--- src/rtl/qsl_pkg.sv ---
// ----------------------------------------------------------------------------
// qsl_pkg: shared definitions for the quicksort sorter
// Holds the sizes of the element store and range stack, and the range type.
// ----------------------------------------------------------------------------
`default_nettype none

package qsl_pkg;

    localparam int MAX_ITEMS   = 64;                  // values held per set
    localparam int STORE_DEPTH = 64;
    localparam int STACK_DEPTH = 64;
    localparam int VALUE_W     = 32;
    localparam int IDX_W       = $clog2(STORE_DEPTH); // index into the store
    localparam int CNT_W       = IDX_W + 1;           // count up to the depth
    localparam int SP_W        = $clog2(STACK_DEPTH) + 1;
    localparam int RANGE_W     = 2 * IDX_W;

    // One entry of the range stack, high index in the upper half.
    typedef struct packed {
        logic [IDX_W-1:0] hi;
        logic [IDX_W-1:0] lo;
    } t_range;

endpackage

`default_nettype wire

--- src/rtl/qsl_ram.sv ---
// ----------------------------------------------------------------------------
// qsl_ram: simple dual-port RAM
// One write port and one read port, with the read data registered.
// ----------------------------------------------------------------------------
`default_nettype none

module qsl_ram #(
    parameter int WIDTH = 32,
    parameter int DEPTH = 64
) (
    input  wire logic                     i_clk,
    input  wire logic                     i_we,
    input  wire logic [$clog2(DEPTH)-1:0] i_waddr,
    input  wire logic [WIDTH-1:0]         i_wdata,
    input  wire logic [$clog2(DEPTH)-1:0] i_raddr,
    output logic      [WIDTH-1:0]         o_rdata
);

    logic [WIDTH-1:0] r_mem [DEPTH];

    always_ff @(posedge i_clk) begin
        if (i_we) begin
            r_mem[i_waddr] <= i_wdata;
        end
    end

    always_ff @(posedge i_clk) begin
        o_rdata <= r_mem[i_raddr];
    end

endmodule

`default_nettype wire

--- src/rtl/quicksort_lomuto.sv ---
// ----------------------------------------------------------------------------
// quicksort_lomuto: stream sorter using quicksort with Lomuto partitioning
// Collects a set of signed values, sorts it in place and streams it back out.
// ----------------------------------------------------------------------------
// Each request on the slave side carries one signed 32-bit value; it is written
// into a 64-entry element store. The request with tlast set closes the set: the
// block then drops s_axis_tready and sorts the store in place by quicksort,
// taking the last element of a range as the pivot and moving values less than
// or equal to it to the left. Pending ranges live in a 64-entry range stack
// instead of recursion. A single signed comparator and one store port pair do
// all the work under a small sequencer: each element visited in a partition
// pass is compared with the pivot, and each one found less than or equal to it
// is swapped into place with two store writes. The store's registered read
// port paces the output: each sorted value is read, loaded into the output
// register and held until the sink takes it, and the next value is not read
// before then. The final value carries tlast. Values arriving once 64 are held
// are dropped, and m_axis_tuser is then high on every result of that set. After
// the last result is taken the block is ready for the next set.
// ----------------------------------------------------------------------------
`default_nettype none

module quicksort_lomuto (
    input  wire logic        i_clk,
    input  wire logic        i_rst_n,
    // Slave side
    input  wire logic        s_axis_tvalid,
    output logic             s_axis_tready,
    input  wire logic [31:0] s_axis_tdata,   // [31:0] value_in
    input  wire logic        s_axis_tlast,   // last_in
    // Master side
    output logic             m_axis_tvalid,
    input  wire logic        m_axis_tready,
    output logic      [31:0] m_axis_tdata,   // [31:0] value_out
    output logic             m_axis_tlast,   // last_out
    output logic             m_axis_tuser    // [0] overflow
);

    import qsl_pkg::*;

    typedef enum logic [14:0] {
        S_LOAD  = 15'b000000000000001,  // taking values
        S_START = 15'b000000000000010,  // push the whole range
        S_POP   = 15'b000000000000100,  // pop a range or finish
        S_POPW  = 15'b000000000001000,  // range read back, fetch pivot
        S_PIV   = 15'b000000000010000,  // latch pivot, fetch first element
        S_CMP   = 15'b000000000100000,  // compare element with pivot
        S_SWP   = 15'b000000001000000,  // swap, first write
        S_SWP2  = 15'b000000010000000,  // swap, second write
        S_FIN   = 15'b000000100000000,  // fetch pivot's final slot
        S_FW1   = 15'b000001000000000,  // move that value to the top
        S_FW2   = 15'b000010000000000,  // place pivot, push left part
        S_PUSH2 = 15'b000100000000000,  // push right part
        S_ORD   = 15'b001000000000000,  // read next sorted value
        S_OWT   = 15'b010000000000000,  // load output register
        S_OHS   = 15'b100000000000000   // wait for the sink
    } t_state;

    t_state r_state, n_state;

    logic [CNT_W-1:0]   r_count, n_count;
    logic [SP_W-1:0]    r_sp, n_sp;
    logic               r_dropped, n_dropped;
    logic [IDX_W-1:0]   r_lo, n_lo, r_hi, n_hi, r_st, n_st, r_j, n_j, r_k, n_k;
    logic [VALUE_W-1:0] r_pivot, n_pivot, r_vj, n_vj;
    logic [VALUE_W-1:0] r_out_data, n_out_data;
    logic               r_out_valid, n_out_valid, r_out_last, n_out_last;

    // Store ports
    logic               st_we;
    logic [IDX_W-1:0]   st_waddr, st_raddr;
    logic [VALUE_W-1:0] st_wdata, st_rdata;
    // Stack ports
    logic               sk_we;
    logic [IDX_W-1:0]   sk_waddr, sk_raddr;
    t_range             sk_wdata, sk_rdata;

    logic               le_pivot;
    logic [IDX_W-1:0]   j_next;
    logic               push_left, push_right, stack_room;

    qsl_ram #(.WIDTH(VALUE_W), .DEPTH(STORE_DEPTH)) u_store (
        .i_clk   (i_clk),
        .i_we    (st_we),
        .i_waddr (st_waddr),
        .i_wdata (st_wdata),
        .i_raddr (st_raddr),
        .o_rdata (st_rdata)
    );

    qsl_ram #(.WIDTH(RANGE_W), .DEPTH(STACK_DEPTH)) u_stack (
        .i_clk   (i_clk),
        .i_we    (sk_we),
        .i_waddr (sk_waddr),
        .i_wdata (sk_wdata),
        .i_raddr (sk_raddr),
        .o_rdata (sk_rdata)
    );

    // The one shared comparator: current element against the pivot.
    assign le_pivot = ($signed(st_rdata) <= $signed(r_pivot));
    assign j_next   = r_j + IDX_W'(1);

    // Child ranges around the pivot's final index r_st.
    assign push_left  = ({1'b0, r_st} > ({1'b0, r_lo} + CNT_W'(1)));
    assign push_right = (({1'b0, r_st} + CNT_W'(1)) < {1'b0, r_hi});
    assign stack_room = (r_sp < SP_W'(STACK_DEPTH));

    assign s_axis_tready = (r_state == S_LOAD);
    assign m_axis_tvalid = r_out_valid;
    assign m_axis_tdata  = r_out_data;
    assign m_axis_tlast  = r_out_last;
    assign m_axis_tuser  = r_dropped;

    always_comb begin
        n_state     = r_state;
        n_count     = r_count;
        n_sp        = r_sp;
        n_dropped   = r_dropped;
        n_lo        = r_lo;
        n_hi        = r_hi;
        n_st        = r_st;
        n_j         = r_j;
        n_k         = r_k;
        n_pivot     = r_pivot;
        n_vj        = r_vj;
        n_out_data  = r_out_data;
        n_out_valid = r_out_valid;
        n_out_last  = r_out_last;

        st_we    = 1'b0;
        st_waddr = r_count[IDX_W-1:0];
        st_wdata = s_axis_tdata;
        st_raddr = r_st;
        sk_we    = 1'b0;
        sk_waddr = r_sp[IDX_W-1:0];
        sk_wdata = '{hi: r_st - IDX_W'(1), lo: r_lo};
        sk_raddr = r_sp[IDX_W-1:0] - IDX_W'(1);

        unique case (r_state)
            S_LOAD: begin
                if (s_axis_tvalid) begin
                    if (r_count < CNT_W'(MAX_ITEMS)) begin
                        st_we   = 1'b1;
                        n_count = r_count + CNT_W'(1);
                    end else begin
                        n_dropped = 1'b1;
                    end
                    if (s_axis_tlast) begin
                        n_state = S_START;
                    end
                end
            end
            S_START: begin
                n_k = '0;
                if (r_count < CNT_W'(2)) begin
                    n_state = S_ORD;
                end else begin
                    sk_we    = 1'b1;
                    sk_waddr = '0;
                    sk_wdata = '{hi: IDX_W'(r_count - CNT_W'(1)), lo: '0};
                    n_sp     = SP_W'(1);
                    n_state  = S_POP;
                end
            end
            S_POP: begin
                if (r_sp == '0) begin
                    n_state = S_ORD;
                end else begin
                    n_sp    = r_sp - SP_W'(1);
                    n_state = S_POPW;
                end
            end
            S_POPW: begin
                n_lo = sk_rdata.lo;
                n_hi = sk_rdata.hi;
                st_raddr = sk_rdata.hi;
                if (sk_rdata.lo >= sk_rdata.hi) begin
                    n_state = S_POP;
                end else begin
                    n_state = S_PIV;
                end
            end
            S_PIV: begin
                n_pivot  = st_rdata;
                n_st     = r_lo;
                n_j      = r_lo;
                st_raddr = r_lo;
                n_state  = S_CMP;
            end
            S_CMP: begin
                if (le_pivot) begin
                    n_vj     = st_rdata;
                    st_raddr = r_st;
                    n_state  = S_SWP;
                end else begin
                    n_j      = j_next;
                    st_raddr = j_next;
                    n_state  = (j_next == r_hi) ? S_FIN : S_CMP;
                end
            end
            S_SWP: begin
                st_we    = 1'b1;
                st_waddr = r_j;
                st_wdata = st_rdata;
                n_state  = S_SWP2;
            end
            S_SWP2: begin
                st_we    = 1'b1;
                st_waddr = r_st;
                st_wdata = r_vj;
                n_st     = r_st + IDX_W'(1);
                n_j      = j_next;
                st_raddr = j_next;
                n_state  = (j_next == r_hi) ? S_FIN : S_CMP;
            end
            S_FIN: begin
                st_raddr = r_st;
                n_state  = S_FW1;
            end
            S_FW1: begin
                st_we    = 1'b1;
                st_waddr = r_hi;
                st_wdata = st_rdata;
                n_state  = S_FW2;
            end
            S_FW2: begin
                st_we    = 1'b1;
                st_waddr = r_st;
                st_wdata = r_pivot;
                if (push_left && stack_room) begin
                    sk_we = 1'b1;
                    n_sp  = r_sp + SP_W'(1);
                end
                n_state = S_PUSH2;
            end
            S_PUSH2: begin
                sk_wdata = '{hi: r_hi, lo: r_st + IDX_W'(1)};
                if (push_right && stack_room) begin
                    sk_we = 1'b1;
                    n_sp  = r_sp + SP_W'(1);
                end
                n_state = S_POP;
            end
            S_ORD: begin
                st_raddr = r_k;
                n_state  = S_OWT;
            end
            S_OWT: begin
                n_out_data  = st_rdata;
                n_out_valid = 1'b1;
                n_out_last  = ({1'b0, r_k} + CNT_W'(1) == r_count);
                n_state     = S_OHS;
            end
            S_OHS: begin
                if (m_axis_tready) begin
                    n_out_valid = 1'b0;
                    if (r_out_last) begin
                        n_count   = '0;
                        n_sp      = '0;
                        n_dropped = 1'b0;
                        n_state   = S_LOAD;
                    end else begin
                        n_k     = r_k + IDX_W'(1);
                        n_state = S_ORD;
                    end
                end
            end
            default: begin
                n_state = S_LOAD;
            end
        endcase
    end

    always_ff @(posedge i_clk) begin
        if (!i_rst_n) begin
            r_state     <= S_LOAD;
            r_count     <= '0;
            r_sp        <= '0;
            r_dropped   <= 1'b0;
            r_out_valid <= 1'b0;
        end else begin
            r_state     <= n_state;
            r_count     <= n_count;
            r_sp        <= n_sp;
            r_dropped   <= n_dropped;
            r_out_valid <= n_out_valid;
        end
    end

    always_ff @(posedge i_clk) begin
        r_lo       <= n_lo;
        r_hi       <= n_hi;
        r_st       <= n_st;
        r_j        <= n_j;
        r_k        <= n_k;
        r_pivot    <= n_pivot;
        r_vj       <= n_vj;
        r_out_data <= n_out_data;
        r_out_last <= n_out_last;
    end

    // The result is only valid while the sequencer waits on the sink.
    a_valid_in_ohs: assert property (@(posedge i_clk) disable iff (!i_rst_n)
        r_out_valid |-> (r_state == S_OHS))
        else $error("result valid outside the output wait state");

    // The store never holds more than its capacity.
    a_count_cap: assert property (@(posedge i_clk) disable iff (!i_rst_n)
        r_count <= CNT_W'(MAX_ITEMS))
        else $error("element count beyond capacity");

    // The stack pointer stays within the stack.
    a_sp_cap: assert property (@(posedge i_clk) disable iff (!i_rst_n)
        r_sp <= SP_W'(STACK_DEPTH))
        else $error("range stack pointer beyond depth");

    // During a partition pass the insertion slot trails the scan below the pivot.
    a_part_order: assert property (@(posedge i_clk) disable iff (!i_rst_n)
        ((r_state == S_CMP) || (r_state == S_SWP) || (r_state == S_SWP2))
            |-> ((r_st <= r_j) && (r_j < r_hi)))
        else $error("partition indices out of order");

    // Taking the final result empties the set for the next one.
    a_set_done: assert property (@(posedge i_clk) disable iff (!i_rst_n)
        (m_axis_tvalid && m_axis_tready && m_axis_tlast)
            |=> ((r_count == '0) && !r_dropped && (r_state == S_LOAD)))
        else $error("set not cleared after final result");

endmodule

`default_nettype wire
--- config.mk ---
export PLATFORM = sky130hd
export DESIGN_NAME = quicksort_lomuto
export DESIGN_NICKNAME = d
export VERILOG_FILES = /design/src/rtl/qsl_pkg.sv /design/src/rtl/qsl_ram.sv /design/src/rtl/quicksort_lomuto.sv
export SDC_FILE = /design/constraint.sdc
export NUM_CORES = 2
export LEC_CHECK = 0
export BUFFER_PORTS_ARGS = -buffer_cell sky130_fd_sc_hd__clkbuf_2
export CORE_MARGIN = 2
export CORE_UTILIZATION = 45
export CTS_CLUSTER_SIZE = 14
export DETAILED_ROUTE_END_ITERATION = 8
export HOLD_SLACK_MARGIN = 0.06
export MAX_ROUTING_LAYER = met4
export REMOVE_ABC_BUFFERS = 1
export SYNTH_ARGS = -nofsm -noshare
export SYNTH_HDL_FRONTEND = slang
export SYNTH_HIERARCHICAL = 1
export SYNTH_SLANG_ARGS = --single-unit
--- constraint.sdc ---
create_clock -name i_clk -period 11.5 [get_ports i_clk]
set_input_delay 2.3 -clock i_clk [delete_from_list [all_inputs] [get_ports i_clk]]
set_output_delay 2.3 -clock i_clk [all_outputs]
set_load 0.01 [all_outputs]
==> flow_summary_export.csv <==
group,metric,value,unit
timing,slew_viol_final,0,
yosys,synth.avg_cell_area,21.1,um2
worst_setup_path,cp_num_cells,15,
worst_setup_path,r2r_slack,4.27,ns
worst_setup_path,crit_path_max_incr_delay,0.98,ns
cells_and_area,regArea,89900,um2
yosys,syn_area,118000,um2
floorplan,num_io_pins,73,
worst_setup_path,crit_path_frequent_cell,"o211ai_1",
global_route,grt_pass1_wl,449,mm
routing,wl_per_cell,33.5,um
worst_setup_path,cp.required,12.30,ns
place,dp.cells,8968,
worst_hold_path,hold_start,"u_stack/o_rdata[1]",
pwr,p_per_area,170,nW/um2
yosys,yosys-top-cells-area,"edfxtp_1, mux4_2, dfxtp_1",
worst_hold_path,hold_class,"reg2reg",
worst_setup_path,path_buf_inv,2,
routing,drt_iter0_markers,8123,
global_route,grt_start_max_net_pins,115,
floorplan,num_rows,187,
place,io_buffers,72,
timing,hold_violations,0,
routing,viasPerCell,6.26,
clock_tree,cts-htree-levels,5,
routing,drcViolationCount,0,
timing,slew_headroom,0.0999,
yosys,synth.most_common_cell,"edfxtp_1",
global_route,grt_util_all_layers,0.247,
clock_tree,cts_setup_buffers,0,
pwr,p_leak,42.7,nW
worst_hold_path,holdPathEnd,"r_lo[1]",
clock_tree,path_clk_slew,0.06,ns
cells_and_area,drive_gt1_frac,0.270,
cells_and_area,multiInputGateArea,26900,um2
clock_tree,cts_tree,"done",
timing,min_period_over_period,0.629,
timing,rsz0062_at_grt,"no",
worst_setup_path,reg2reg_from,"u_store/o_rdata[21]",
clock_tree,cts_max_path_buffers,4,
clock_tree,cts_buffers,328,
yosys,synth_common_cells,"edfxtp_1, mux4_2, nor2_1",
clock_tree,clkSinkCount,3018,
worst_setup_path,critical_path_arrival,8.03,ns
pwr,fin_total_pwr,22.8,mW
worst_setup_path,reg2regPathDepth,15,
cells_and_area,final_cell_area,134000,um2
timing,fin_skew,0.125,ns
yosys,synth_area_leader_cell,"edfxtp_1",
yosys,seq_area_frac_synth,0.765,
timing,fmax,138,MHz
floorplan,start_util,0.453,
place,placed_cell_area,123000,um2
clock_tree,ctsHoldBuffers,0,
place,place_congestion,0.913,
worst_setup_path,timing.rr.end,"u_store/o_rdata[29]",
clock_tree,cts-resized-gates,0,
worst_setup_path,critical_path_class,"reg2reg",
cells_and_area,nFillCells,20300,
routing,drt_wl_total,320,mm
cells_and_area,fin_cells,9551,
yosys,synthDistinctLibCells,76,
worst_setup_path,crit_family,"compound AO/OA/AOI/OAI gates",
worst_setup_path,worstSetupStartpointType,"flop",
clock_tree,clkLatencyLatePin,0.99,ns
floorplan,die_h,515,um
cells_and_area,syn_to_final_growth,14.0,%
routing,drtPass1Iterations,8,
timing,setup_violations,0,
status,status,"finished clean",
clock_tree,clockRootBuffer,"clkbuf_16",
yosys,ys_ff_latch,3018,
timing,worst-slew-pin-transition,1.35,ns
yosys,synthFlopType,"edfxtp_1",
cells_and_area,final_nets,5996,
worst_setup_path,critical-path-slowest-cell,"a21oi_1",
floorplan,die-area,265000,um2
worst_setup_path,path_cells,"ha_1, a21o_1, a21o_1, a2111oi_0, o211ai_1, a211oi_1, o211ai_1, o211ai_1, buf_12, buf_12, nand3b_1, o221ai_1, a21oi_1, a21oi_1, nor2_1",
timing,fin_crit,7.23,ns
global_route,antenna_found_initial,20,
routing,ant_nets,0,
worst_setup_path,setup.worst_path.end_class,"flop",
yosys,synth_edf_count,2943,
floorplan,core,260000,um2
worst_setup_path,critPathMaxFanout,91,
floorplan,fp.dieW,515,um
routing,vias,59800,
pwr,peakVddDrop,0.000154,V
place,place_hpwl,176,mm
yosys,yosys_warnings,6,
global_route,overflow,0,
flow_run,maxCapViolCount,0,
global_route,grt_pass1_vias,58900,
yosys,async_flop_share,0,
yosys,netlist_instances,5572,
yosys,synth_top_cell_area_share,0.752,
worst_hold_path,worst_hold_path.num_cells,0,
==> layer usage <==
metal	GRT usage	vias up	wire length [um]
met3	0.0409	468	26800
met1	0.345	32400	130000
met2	0.372	2853	152000
met4	0.0834	0	11100
li1	-	24000	-
met5	-	-	0
==> metrics by stage <==
| stage | utilization | setup slack, ns | hold slack [ns] | TNS, ns |
|---|---|---|---|---|
| 6_report | 0.516 | 4.27 | 0.500 | 0 |
| 5_1_grt | 0.516 | 4.05 | 0.527 | 0 |
| 4_1_cts | 0.516 | 4.30 | 0.504 | 0 |
| 3_5_place_dp | 0.475 | 4.35 | 0.445 | 0 |
| 3_3_place_gp | 0.475 | 4.28 | 0.437 | 0 |
| 2_1_floorplan | - | -39.74 | 0.408 | -1218.48 |
==> cells by family after synthesis <==
group,count (synthesis),share of synthesized area
adder cells (fa/ha/maj),63,0.00677
XOR/XNOR,49,0.00365
AND/OR/NAND/NOR,706,0.0287
AO/OA/AOI/OAI,510,0.0297
flip-flops,3018,0.765
buffers and inverters,365,0.0149
multiplexers,861,0.152
==> placed cells by master (no fill, tap or decap), types with 68 or more instances in the layout <==
cell type and count:
clkbuf_16 331, a21oi_1 103, o22ai_1 109, buf_4 209, mux4_2 736, clkbuf_1 68
nand2_1 134, nor2_1 209, edfxtp_1 2943, dfxtp_1 75, mux2i_1 117, clkbuf_2 72
==> where the power goes <==
| group | switching (mW) | internal (mW) | total, mW |
|---|---|---|---|
| clock network | 4.21 | 6.22 | 10.4 |
| logic | 0.247 | 0.0667 | 0.314 |
| registers | 0.0141 | 12.1 | 12.1 |
==> area by class of cell <==
cell class | instances | area share
Antenna cell | 8 | 0.000149
Clock buffer | 407 | 0.0645
Clock inverter | 168 | 0.0144
Inverter | 68 | 0.00200
Multi-Input combinational cell | 2189 | 0.201
Sequential cell | 3018 | 0.671
Tap cell | 3402 | 0.0318
Timing Repair Buffer | 291 | 0.0159
==> worst max-delay path by stage <==
stage,start,to,slack (ns)
after floorplan,r_pivot[1],u_store/o_rdata[29],-39.74
after global placement,r_state[12],u_store/o_rdata[29],4.28
after detailed placement,u_store/o_rdata[21],u_store/o_rdata[29],4.35
after CTS,u_store/o_rdata[21],u_store/o_rdata[29],4.30
after global routing,r_state[13],u_store/o_rdata[29],4.05
final,u_store/o_rdata[21],u_store/o_rdata[29],4.27
==> state kept, by name (all words and copies together), names as in the netlist <==
name             cells
u_store/r_mem     2048
u_stack/r_mem      768
m_axis_tdata        32
r_pivot             32
r_vj                32
u_store/o_rdata     32
r_state             15
u_stack/o_rdata     12
r_count              7
r_sp                 7
r_hi                 6
r_j                  6
r_k                  6
r_lo                 6
r_st                 6
m_axis_tlast         1
m_axis_tuser         1
m_axis_tvalid        1
(Power assumes the default switching activity.)
